**src/design/mtep_pkg.sv**
```systemverilog
// Shared types and constants of the MIDI track event parser.
// No dependencies; every other design file imports this package.
package mtep_pkg;

    // Byte codes that the parser recognizes.
    localparam logic [7:0] META_STATUS = 8'hFF;
    localparam logic [7:0] META_TEXT   = 8'h03;
    localparam logic [7:0] META_EOT    = 8'h2F;

    // Reset value of the delta time enable register.
    localparam logic TIMESTAMP_PRESENT_RESET = 1'b1;

    // One input item: a raw track byte.
    typedef struct packed {
        logic [7:0] data_byte;
    } t_in_item;

    // One result item: a completed event.
    typedef struct packed {
        logic [31:0] delta_time;
        logic [7:0]  status_byte;
        logic [7:0]  key_byte;
        logic [7:0]  value_byte;
        logic        end_of_track;
        logic        bad_status;
        logic        unknown_meta;
    } t_out_item;

endpackage

```
**src/design/mtep_stream_if.sv**
```systemverilog
// Valid/ready stream channel used for the byte input and the event output.
// Depends on mtep_pkg for the default payload type.
interface mtep_stream_if
    import mtep_pkg::*;
#(
    parameter type t_payload = t_in_item
) ();

    logic     valid;
    logic     ready;
    t_payload payload;

    modport source (output valid, output payload, input ready);
    modport sink   (input valid, input payload, output ready);

endinterface

```
**src/design/mtep_in_stage.sv**
```systemverilog
// Input register of the parser: holds one accepted track byte.
// Depends on mtep_pkg and mtep_stream_if.
module mtep_in_stage
    import mtep_pkg::*;
(
    input  logic          i_clk,
    input  logic          i_rst_n,
    mtep_stream_if.sink   i_in,
    input  logic          i_take,
    output logic          o_valid,
    output logic [7:0]    o_byte
);

    logic       r_valid;
    logic [7:0] r_byte;

    // The register accepts a new byte when it is empty or drains this cycle.
    assign i_in.ready = !r_valid || i_take;

    always_ff @(posedge i_clk) begin
        if (!i_rst_n) begin
            r_valid <= 1'b0;
        end else if (i_in.ready) begin
            r_valid <= i_in.valid;
        end
    end

    // Payload register, no reset needed.
    always_ff @(posedge i_clk) begin
        if (i_in.valid && i_in.ready) begin
            r_byte <= i_in.payload.data_byte;
        end
    end

    assign o_valid = r_valid;
    assign o_byte  = r_byte;

endmodule

```
**src/design/mtep_parser.sv**
```systemverilog
// Event parsing state machine: consumes one byte per step and builds events.
// Depends on mtep_pkg for byte codes and the result type.
module mtep_parser
    import mtep_pkg::*;
(
    input  logic        i_clk,
    input  logic        i_rst_n,
    input  logic        i_step,
    input  logic [7:0]  i_byte,
    input  logic        i_timestamp_present,
    output logic        o_res_valid,
    output t_out_item   o_res
);

    localparam logic [2:0] PH_END  = 3'd0;
    localparam logic [2:0] PH_TIME = 3'd1;
    localparam logic [2:0] PH_STAT = 3'd2;
    localparam logic [2:0] PH_KEY  = 3'd3;
    localparam logic [2:0] PH_VAL  = 3'd4;
    localparam logic [2:0] PH_TEXT = 3'd5;

    logic [2:0]  r_phase, n_phase;
    logic [31:0] r_acc, n_acc;
    logic [7:0]  r_status, n_status;
    logic [7:0]  r_key, n_key;
    logic [7:0]  r_value, n_value;
    logic [7:0]  r_text, n_text;
    logic        r_track_ended, n_track_ended;
    logic        r_status_err, n_status_err;

    logic [2:0]  ph;
    logic [31:0] acc;
    logic [31:0] acc_sum;
    logic        emit;
    logic        eot;
    logic        unknown;

    // Next state and result for the byte taken in this step.
    always_comb begin
        n_phase       = r_phase;
        n_acc         = r_acc;
        n_status      = r_status;
        n_key         = r_key;
        n_value       = r_value;
        n_text        = r_text;
        n_track_ended = r_track_ended;
        n_status_err  = r_status_err;
        ph            = r_phase;
        acc           = r_acc;
        emit          = 1'b0;
        eot           = 1'b0;
        unknown       = 1'b0;
        acc_sum       = r_acc + {25'd0, i_byte[6:0]};

        if (i_step && !r_track_ended) begin
            // A new event starts with a cleared accumulator.
            if (r_phase == PH_END) begin
                acc     = '0;
                ph      = i_timestamp_present ? PH_TIME : PH_STAT;
                acc_sum = {25'd0, i_byte[6:0]};
            end
            n_phase = ph;
            n_acc   = acc;

            case (ph)
                PH_TIME: begin
                    // Seven bits per byte, a set high bit means more follow.
                    if (i_byte[7]) begin
                        n_acc = {acc_sum[24:0], 7'd0};
                    end else begin
                        n_acc   = acc_sum;
                        n_phase = PH_STAT;
                    end
                end
                PH_STAT: begin
                    n_status     = i_byte;
                    n_status_err = !i_byte[7];
                    n_phase      = PH_KEY;
                end
                PH_KEY: begin
                    n_key   = i_byte;
                    n_phase = PH_VAL;
                end
                PH_VAL: begin
                    n_value = i_byte;
                    if (r_status != META_STATUS) begin
                        emit = 1'b1;
                    end else if (r_key == META_TEXT) begin
                        // A text meta event skips its value-byte length.
                        if (i_byte != 8'd0) begin
                            n_text  = i_byte - 8'd1;
                            n_phase = PH_TEXT;
                        end else begin
                            emit = 1'b1;
                        end
                    end else if (r_key == META_EOT) begin
                        n_track_ended = 1'b1;
                        eot           = 1'b1;
                        emit          = 1'b1;
                    end else begin
                        unknown = 1'b1;
                        emit    = 1'b1;
                    end
                end
                PH_TEXT: begin
                    if (r_text != 8'd0) begin
                        n_text = r_text - 8'd1;
                    end else begin
                        emit = 1'b1;
                    end
                end
                default: begin
                    n_phase = PH_END;
                end
            endcase

            if (emit) begin
                n_phase = PH_END;
            end
        end
    end

    // Control state.
    always_ff @(posedge i_clk) begin
        if (!i_rst_n) begin
            r_phase       <= PH_END;
            r_track_ended <= 1'b0;
        end else begin
            r_phase       <= n_phase;
            r_track_ended <= n_track_ended;
        end
    end

    // Event fields held across bytes.
    always_ff @(posedge i_clk) begin
        if (!i_rst_n) begin
            r_acc        <= '0;
            r_status     <= '0;
            r_key        <= '0;
            r_value      <= '0;
            r_text       <= '0;
            r_status_err <= 1'b0;
        end else begin
            r_acc        <= n_acc;
            r_status     <= n_status;
            r_key        <= n_key;
            r_value      <= n_value;
            r_text       <= n_text;
            r_status_err <= n_status_err;
        end
    end

    assign o_res_valid        = emit;
    assign o_res.delta_time   = n_acc;
    assign o_res.status_byte  = n_status;
    assign o_res.key_byte     = n_key;
    assign o_res.value_byte   = n_value;
    assign o_res.end_of_track = eot;
    assign o_res.bad_status   = n_status_err;
    assign o_res.unknown_meta = unknown;

endmodule

```
**src/design/mtep_out_stage.sv**
```systemverilog
// Result register of the parser: holds one event until the sink takes it.
// Depends on mtep_pkg and mtep_stream_if.
module mtep_out_stage
    import mtep_pkg::*;
(
    input  logic          i_clk,
    input  logic          i_rst_n,
    input  logic          i_load,
    input  t_out_item     i_item,
    output logic          o_free,
    mtep_stream_if.source o_out
);

    logic      r_valid;
    t_out_item r_item;

    // Free when empty or when the held event transfers this cycle.
    assign o_free = !r_valid || o_out.ready;

    always_ff @(posedge i_clk) begin
        if (!i_rst_n) begin
            r_valid <= 1'b0;
        end else if (o_free) begin
            r_valid <= i_load;
        end
    end

    always_ff @(posedge i_clk) begin
        if (o_free && i_load) begin
            r_item <= i_item;
        end
    end

    assign o_out.valid   = r_valid;
    assign o_out.payload = r_item;

endmodule

```
**src/design/midi_track_event_parser_top.sv**
```systemverilog
// MIDI track event parser: takes one track byte per clock and returns one
// event record per completed event. A byte is accepted in every cycle while
// the result register can take an event. When a finished event waits there
// for the sink, parsing pauses, and the input stalls once the input register
// also holds a byte. Each byte is registered in the input register and
// then parsed against the event state. A finished event is formed when its
// last byte is parsed and is registered in the result register, from which
// it can transfer out. Bytes that end no event produce nothing, and after
// the end-of-track event all bytes are taken and dropped until reset. The
// delta time enable register is sampled when a new event begins and should
// be written only while the block is idle.
// Depends on mtep_pkg, mtep_stream_if, mtep_in_stage, mtep_parser and
// mtep_out_stage.
module midi_track_event_parser_top
    import mtep_pkg::*;
(
    input  logic          i_clk,
    input  logic          i_rst_n,
    input  logic          i_cfg_we,
    input  logic          i_cfg_wdata,
    mtep_stream_if.sink   i_in,
    mtep_stream_if.source o_out
);

    logic      r_timestamp_present;
    logic      byte_valid;
    logic [7:0] byte_data;
    logic      out_free;
    logic      step;
    logic      res_valid;
    t_out_item res;

    // Configuration register.
    always_ff @(posedge i_clk) begin
        if (!i_rst_n) begin
            r_timestamp_present <= TIMESTAMP_PRESENT_RESET;
        end else if (i_cfg_we) begin
            r_timestamp_present <= i_cfg_wdata;
        end
    end

    // A held byte is parsed whenever the result register can take an event.
    assign step = byte_valid && out_free;

    mtep_in_stage u_in_stage (
        .i_clk   (i_clk),
        .i_rst_n (i_rst_n),
        .i_in    (i_in),
        .i_take  (step),
        .o_valid (byte_valid),
        .o_byte  (byte_data)
    );

    mtep_parser u_parser (
        .i_clk               (i_clk),
        .i_rst_n             (i_rst_n),
        .i_step              (step),
        .i_byte              (byte_data),
        .i_timestamp_present (r_timestamp_present),
        .o_res_valid         (res_valid),
        .o_res               (res)
    );

    mtep_out_stage u_out_stage (
        .i_clk   (i_clk),
        .i_rst_n (i_rst_n),
        .i_load  (res_valid),
        .i_item  (res),
        .o_free  (out_free),
        .o_out   (o_out)
    );

endmodule
```
**src/flat_wrapper.sv**
```systemverilog
// flat-port wrapper written by rule: the top's interface ports become plain ports
module midi_track_event_parser_top_flat import mtep_pkg::*;
  (i_clk, i_rst_n, i_cfg_we, i_cfg_wdata, i_in_valid, i_in_payload, i_in_ready, o_out_valid, o_out_payload, o_out_ready);
  mtep_stream_if i_in_i ();
  mtep_stream_if o_out_i ();
  input  logic i_clk;
  input  logic i_rst_n;
  input  logic i_cfg_we;
  input  logic i_cfg_wdata;
  input wire logic [$bits(i_in_i.valid)-1:0] i_in_valid;
  input wire logic [$bits(i_in_i.payload)-1:0] i_in_payload;
  output wire logic [$bits(i_in_i.ready)-1:0] i_in_ready;
  output wire logic [$bits(o_out_i.valid)-1:0] o_out_valid;
  output wire logic [$bits(o_out_i.payload)-1:0] o_out_payload;
  input wire logic [$bits(o_out_i.ready)-1:0] o_out_ready;
  assign i_in_i.valid = i_in_valid;
  assign i_in_i.payload = i_in_payload;
  assign i_in_ready = i_in_i.ready;
  assign o_out_valid = o_out_i.valid;
  assign o_out_payload = o_out_i.payload;
  assign o_out_i.ready = o_out_ready;
  midi_track_event_parser_top u_core (.i_clk(i_clk), .i_rst_n(i_rst_n), .i_cfg_we(i_cfg_we), .i_cfg_wdata(i_cfg_wdata), .i_in(i_in_i), .o_out(o_out_i));
endmodule
```
**config.mk**
```make
export PLATFORM = sky130hd
export DESIGN_NAME = midi_track_event_parser_top_flat
export DESIGN_NICKNAME = d
export VERILOG_FILES = /design/src/design/mtep_pkg.sv /design/src/design/mtep_stream_if.sv /design/src/design/mtep_in_stage.sv /design/src/design/mtep_parser.sv /design/src/design/mtep_out_stage.sv /design/src/design/midi_track_event_parser_top.sv /design/src/flat_wrapper.sv
export SDC_FILE = /design/constraint.sdc
export NUM_CORES = 1
export LEC_CHECK = 0
export BUFFER_PORTS_ARGS = -buffer_cell sky130_fd_sc_hd__buf_2
export CELL_PAD_IN_SITES_DETAIL_PLACEMENT = 0
export CELL_PAD_IN_SITES_GLOBAL_PLACEMENT = 2
export CORE_MARGIN = 3
export CORE_UTILIZATION = 37
export DETAILED_ROUTE_END_ITERATION = 6
export PLACE_DENSITY = 0.79
export REMOVE_ABC_BUFFERS = 1
export SYNTH_ARGS = -nofsm -noshare
export SYNTH_HDL_FRONTEND = slang
export SYNTH_SLANG_ARGS = --single-unit
```
**constraint.sdc**
```tcl
create_clock -name i_clk -period 3.4 [get_ports i_clk]
set_clock_uncertainty 0.2 [all_clocks]
set_input_delay 1.02 -clock i_clk [delete_from_list [all_inputs] [get_ports i_clk]]
set_output_delay 1.02 -clock i_clk [all_outputs]
set_load 0.1 [all_outputs]
```
==> impl_metrics.yaml <==
sta:
  slew_violations: 0
  fin_crit_ns: 2.99
  worst_pin_slew_ns: 0.839
  slew_headroom_pct: 44.0
  hold_viol: 0
  setup-tns-final_ns: 0
  rsz0062_at_grt: "no"
  period_share_pct: 87.9
  finalSetupViolCount: 0
  max_freq_mhz: 334
  layout_setup_ws_ns: 0.410
pwr:
  ir_drop_mv: 0.185
  p_sw_share_pct: 24.1
  seqPwrFrac_pct: 58.6
  p_int_w: 0.000897
  p_clk_share_pct: 34.5
  power_density_nw_per_um2: 434
  leakagePower_nw: 1.02
  pwr-share-comb_pct: 6.9
  p_switching_w: 0.000285
clock_network:
  post-cts-setup-buffers: 0
  clock_latency_ns: 0.31
  cts_resized: 0
  numCtsBuffers: 5
  cts_buffer_depth: 2
  cts_tree: "built"
  cts_hold_buf: 0
  clock-sinks: 53
  cts_root_buffer: "clkbuf_8"
  cts.reportedPaths.clkPinSlew_ns: 0.10
  cts-htree-levels: 2
worst_setup_path:
  slowest_stage: "or3b_2"
  critical_path.max_stage_delay_ns: 0.50
  crit_path_start_kind: "register"
  cp.required_ns: 3.43
  cp_max_fo: 9
  rrSetupSlack_ns: 0.41
  worstReg2RegEnd: "u_core.u_parser.r_text[4]"
  crit_arrival_ns: 3.02
  crit_type: "register to register"
  r2r-start: "u_core.u_parser.r_phase[2]"
  path_cells: "nor2b_1 > and2_1 > mux2i_1 > ha_1 > or3b_2 > xnor2_1 > nand2_1 > a211o_1 > a21oi_1"
  critPathLaunch: "u_core.u_parser.r_phase[2]"
  reg2reg_depth: 9
  critPathCaptureType: "register"
synth:
  yosys-top-cells-area: "dfxtp_1 (31%), edfxtp_1 (20%), mux2i_1 (7.9%)"
  yosysTopAreaCell: "dfxtp_1"
  synth.cell_area_um2: 2420
  yosys.cell_types.count: 46
  synthTopCellsByCount: "dfxtp_1 (37), nor2_1 (29), mux2i_1 (19)"
  yosys_warnings: 0
  synth.top_cell.area_share_pct: 30.6
  synth_flop_cell: "dfxtp_1"
  synth_cells: 240
  synthArstFlopShare_pct: 0
  seq_area_frac_synth_pct: 50.5
  synth_edf_count: 16
  yosysMostFrequentCell: "dfxtp_1"
  syn_avg_cell_area_um2: 10.1
  ys_seq_elements: 53
hold_path:
  min_path_type: "register to register"
  hold_start: "u_core.u_parser.r_text[7]"
  hold_path_end: "u_core.u_parser.r_text[7]"
  hold_depth: 2
floorplanning:
  start_util_pct: 39.4
  die_area_um2: 7540
  rows: 28
  core_um2: 6130
  die_h_um: 86.9
  io_pins: 24
  die_w_um: 86.9
layout:
  fin_nets: 278
  n_antenna_cell: 0
  regArea_um2: 1220
  multi_input_area_um2: 1100
  drive_above_1_share_pct: 18.2
  fin_area_um2: 2720
  fillCellCount: 593
  area_delta_synth_final_pct: 12.5
route:
  first_pass_iters: 4
  detail-route-antenna-nets: 0
  drcViolationCount: 0
  routed_wirelength_um: 5710
  drt_iter0_drc: 174
  vias: 1866
  vias_per_cell: 5.50
  wl_per_cell_um: 16.8
place:
  io_buffers: 23
  placed_area_um2: 2620
  dp_slack_ns: 0.429
  gp_congestion: 0.769
  place_hpwl_um: 3880
grt:
  first_global_vias: 1717
  grt_pass1_wl_um: 9220
  antenna_found_initial: 0
  grt_max_degree: 25
  grt_util_all_layers_pct: 15.8
  grt-ovfl-total: 0
run_status:
  status: "complete, no violations"
run:
  cap_viol_max_count: 0
==> flip-flops by register name, indices dropped and copies added (netlist names), 3 cells and up <==
| signal | flops |
|---|---|
| u_core.u_parser.r_status | 8 |
| u_core.u_out_stage.o_out.payload | 8 |
| u_core.u_parser.r_value | 5 |
| u_core.u_in_stage.o_byte | 8 |
| u_core.u_parser.r_phase | 3 |
| u_core.u_parser.r_key | 8 |
| u_core.u_parser.r_text | 8 |
==> how the worst max path moves through the flow <==
stage / to / slack, ns / depth (start not counted)
4_1_cts: u_core.u_parser.r_text[4] / 0.40 / 9
3_3_place_gp: u_core.u_parser.r_text[4] / 0.41 / 9
5_1_grt: u_core.u_parser.r_text[6] / 0.22 / 9
2_1_floorplan: i_in_ready / 0.29 / 2
3_5_place_dp: u_core.u_parser.r_text[6] / 0.43 / 9
6_report: u_core.u_parser.r_text[4] / 0.41 / 9
==> cell usage in the layout (no fill, tap or decap), types with 2 or more instances in the layout <==
cell      instances
o21a_1            2
mux2i_1          19
nor4_1            6
nand4_1           3
o32a_1            3
edfxtp_1         16
and2_1            8
o21ai_0           4
nor2b_1           4
dfxtp_1          37
nor2_1           29
buf_4             9
a31oi_1           3
nand2b_1          5
nor3_1            7
o211ai_1          3
a21oi_1          14
buf_2            23
nand3_1           5
or4_1             3
o41ai_1           2
clkbuf_8          5
o311ai_0          4
nand2_1          13
o31ai_1           4
inv_1             5
mux2_2            5
xnor2_1           2
==> worst max-delay path: cells and delay by family, from the launching register on <==
kind                     cells  cell delay [ns]
AO/OA/AOI/OAI                2             0.44
XOR/XNOR                     1             0.16
adder cells (fa/ha/maj)      1             0.34
flip-flops                   1             0.48
multiplexers                 1             0.21
AND/OR/NAND/NOR              4             1.07
==> through the flow <==
| step | utilization, % | hold WS, ns | power (W) | cells |
|---|---|---|---|---|
| 2_1_floorplan | - | 0.254 | 0.000751 | 224 |
| 3_3_place_gp | 42.7 | 0.270 | 0.000791 | 331 |
| 3_5_place_dp | 42.7 | 0.282 | 0.000790 | 331 |
| 4_1_cts | 44.4 | 0.303 | 0.00119 | 339 |
| 5_1_grt | 44.4 | 0.313 | 0.00123 | 339 |
| 6_report | 44.4 | 0.305 | 0.00118 | 339 |
==> power by group through the flow <==
stage	logic, W	registers, W	clock network (W)
finish	0.0000813	0.000693	0.000407
global route	0.0000909	0.000696	0.000441
CTS	0.0000826	0.000693	0.000419
detailed placement	0.0000823	0.000708	0
global placement	0.0000827	0.000708	0
floorplan	0.0000515	0.000699	0
==> logic make-up (layout without fill, tap and decap cells) <==
group | after synthesis | in the layout | synth area share [%]
and+or+nand+nor | 90 | 90 | 19.1
xor gates and xnor gates | 2 | 2 | 0.724
AOI/OAI and AO/OA | 49 | 49 | 14.9
buffers and inverters | 21 | 45 | 4.09
adders and majority gates | 1 | 1 | 0.517
muxes | 24 | 24 | 10.2
DFF | 53 | 53 | 50.5
==> per-layer routing <==
layer | wire (µm) | part of all wire, % | global-route usage (%) | up-vias
met5 | 0 | 0 | 0 | -
met3 | 262 | 4.6 | 2.84 | 5
li1 | - | - | - | 934
met1 | 2810 | 49 | 23.0 | 876
met4 | 58 | 1.0 | 4.39 | 0
met2 | 2570 | 45 | 23.9 | 51
==> area by class of cell <==
type | count | area share [%]
clock buffers | 7 | 3.59
flip-flops and latches | 53 | 44.9
clock inverters | 1 | 0.322
multi-input cells | 166 | 40.4
repair buffers | 32 | 6.71
well taps | 75 | 3.45
inverters | 5 | 0.690
No activity file was read; power rests on OpenSTA's default activity.
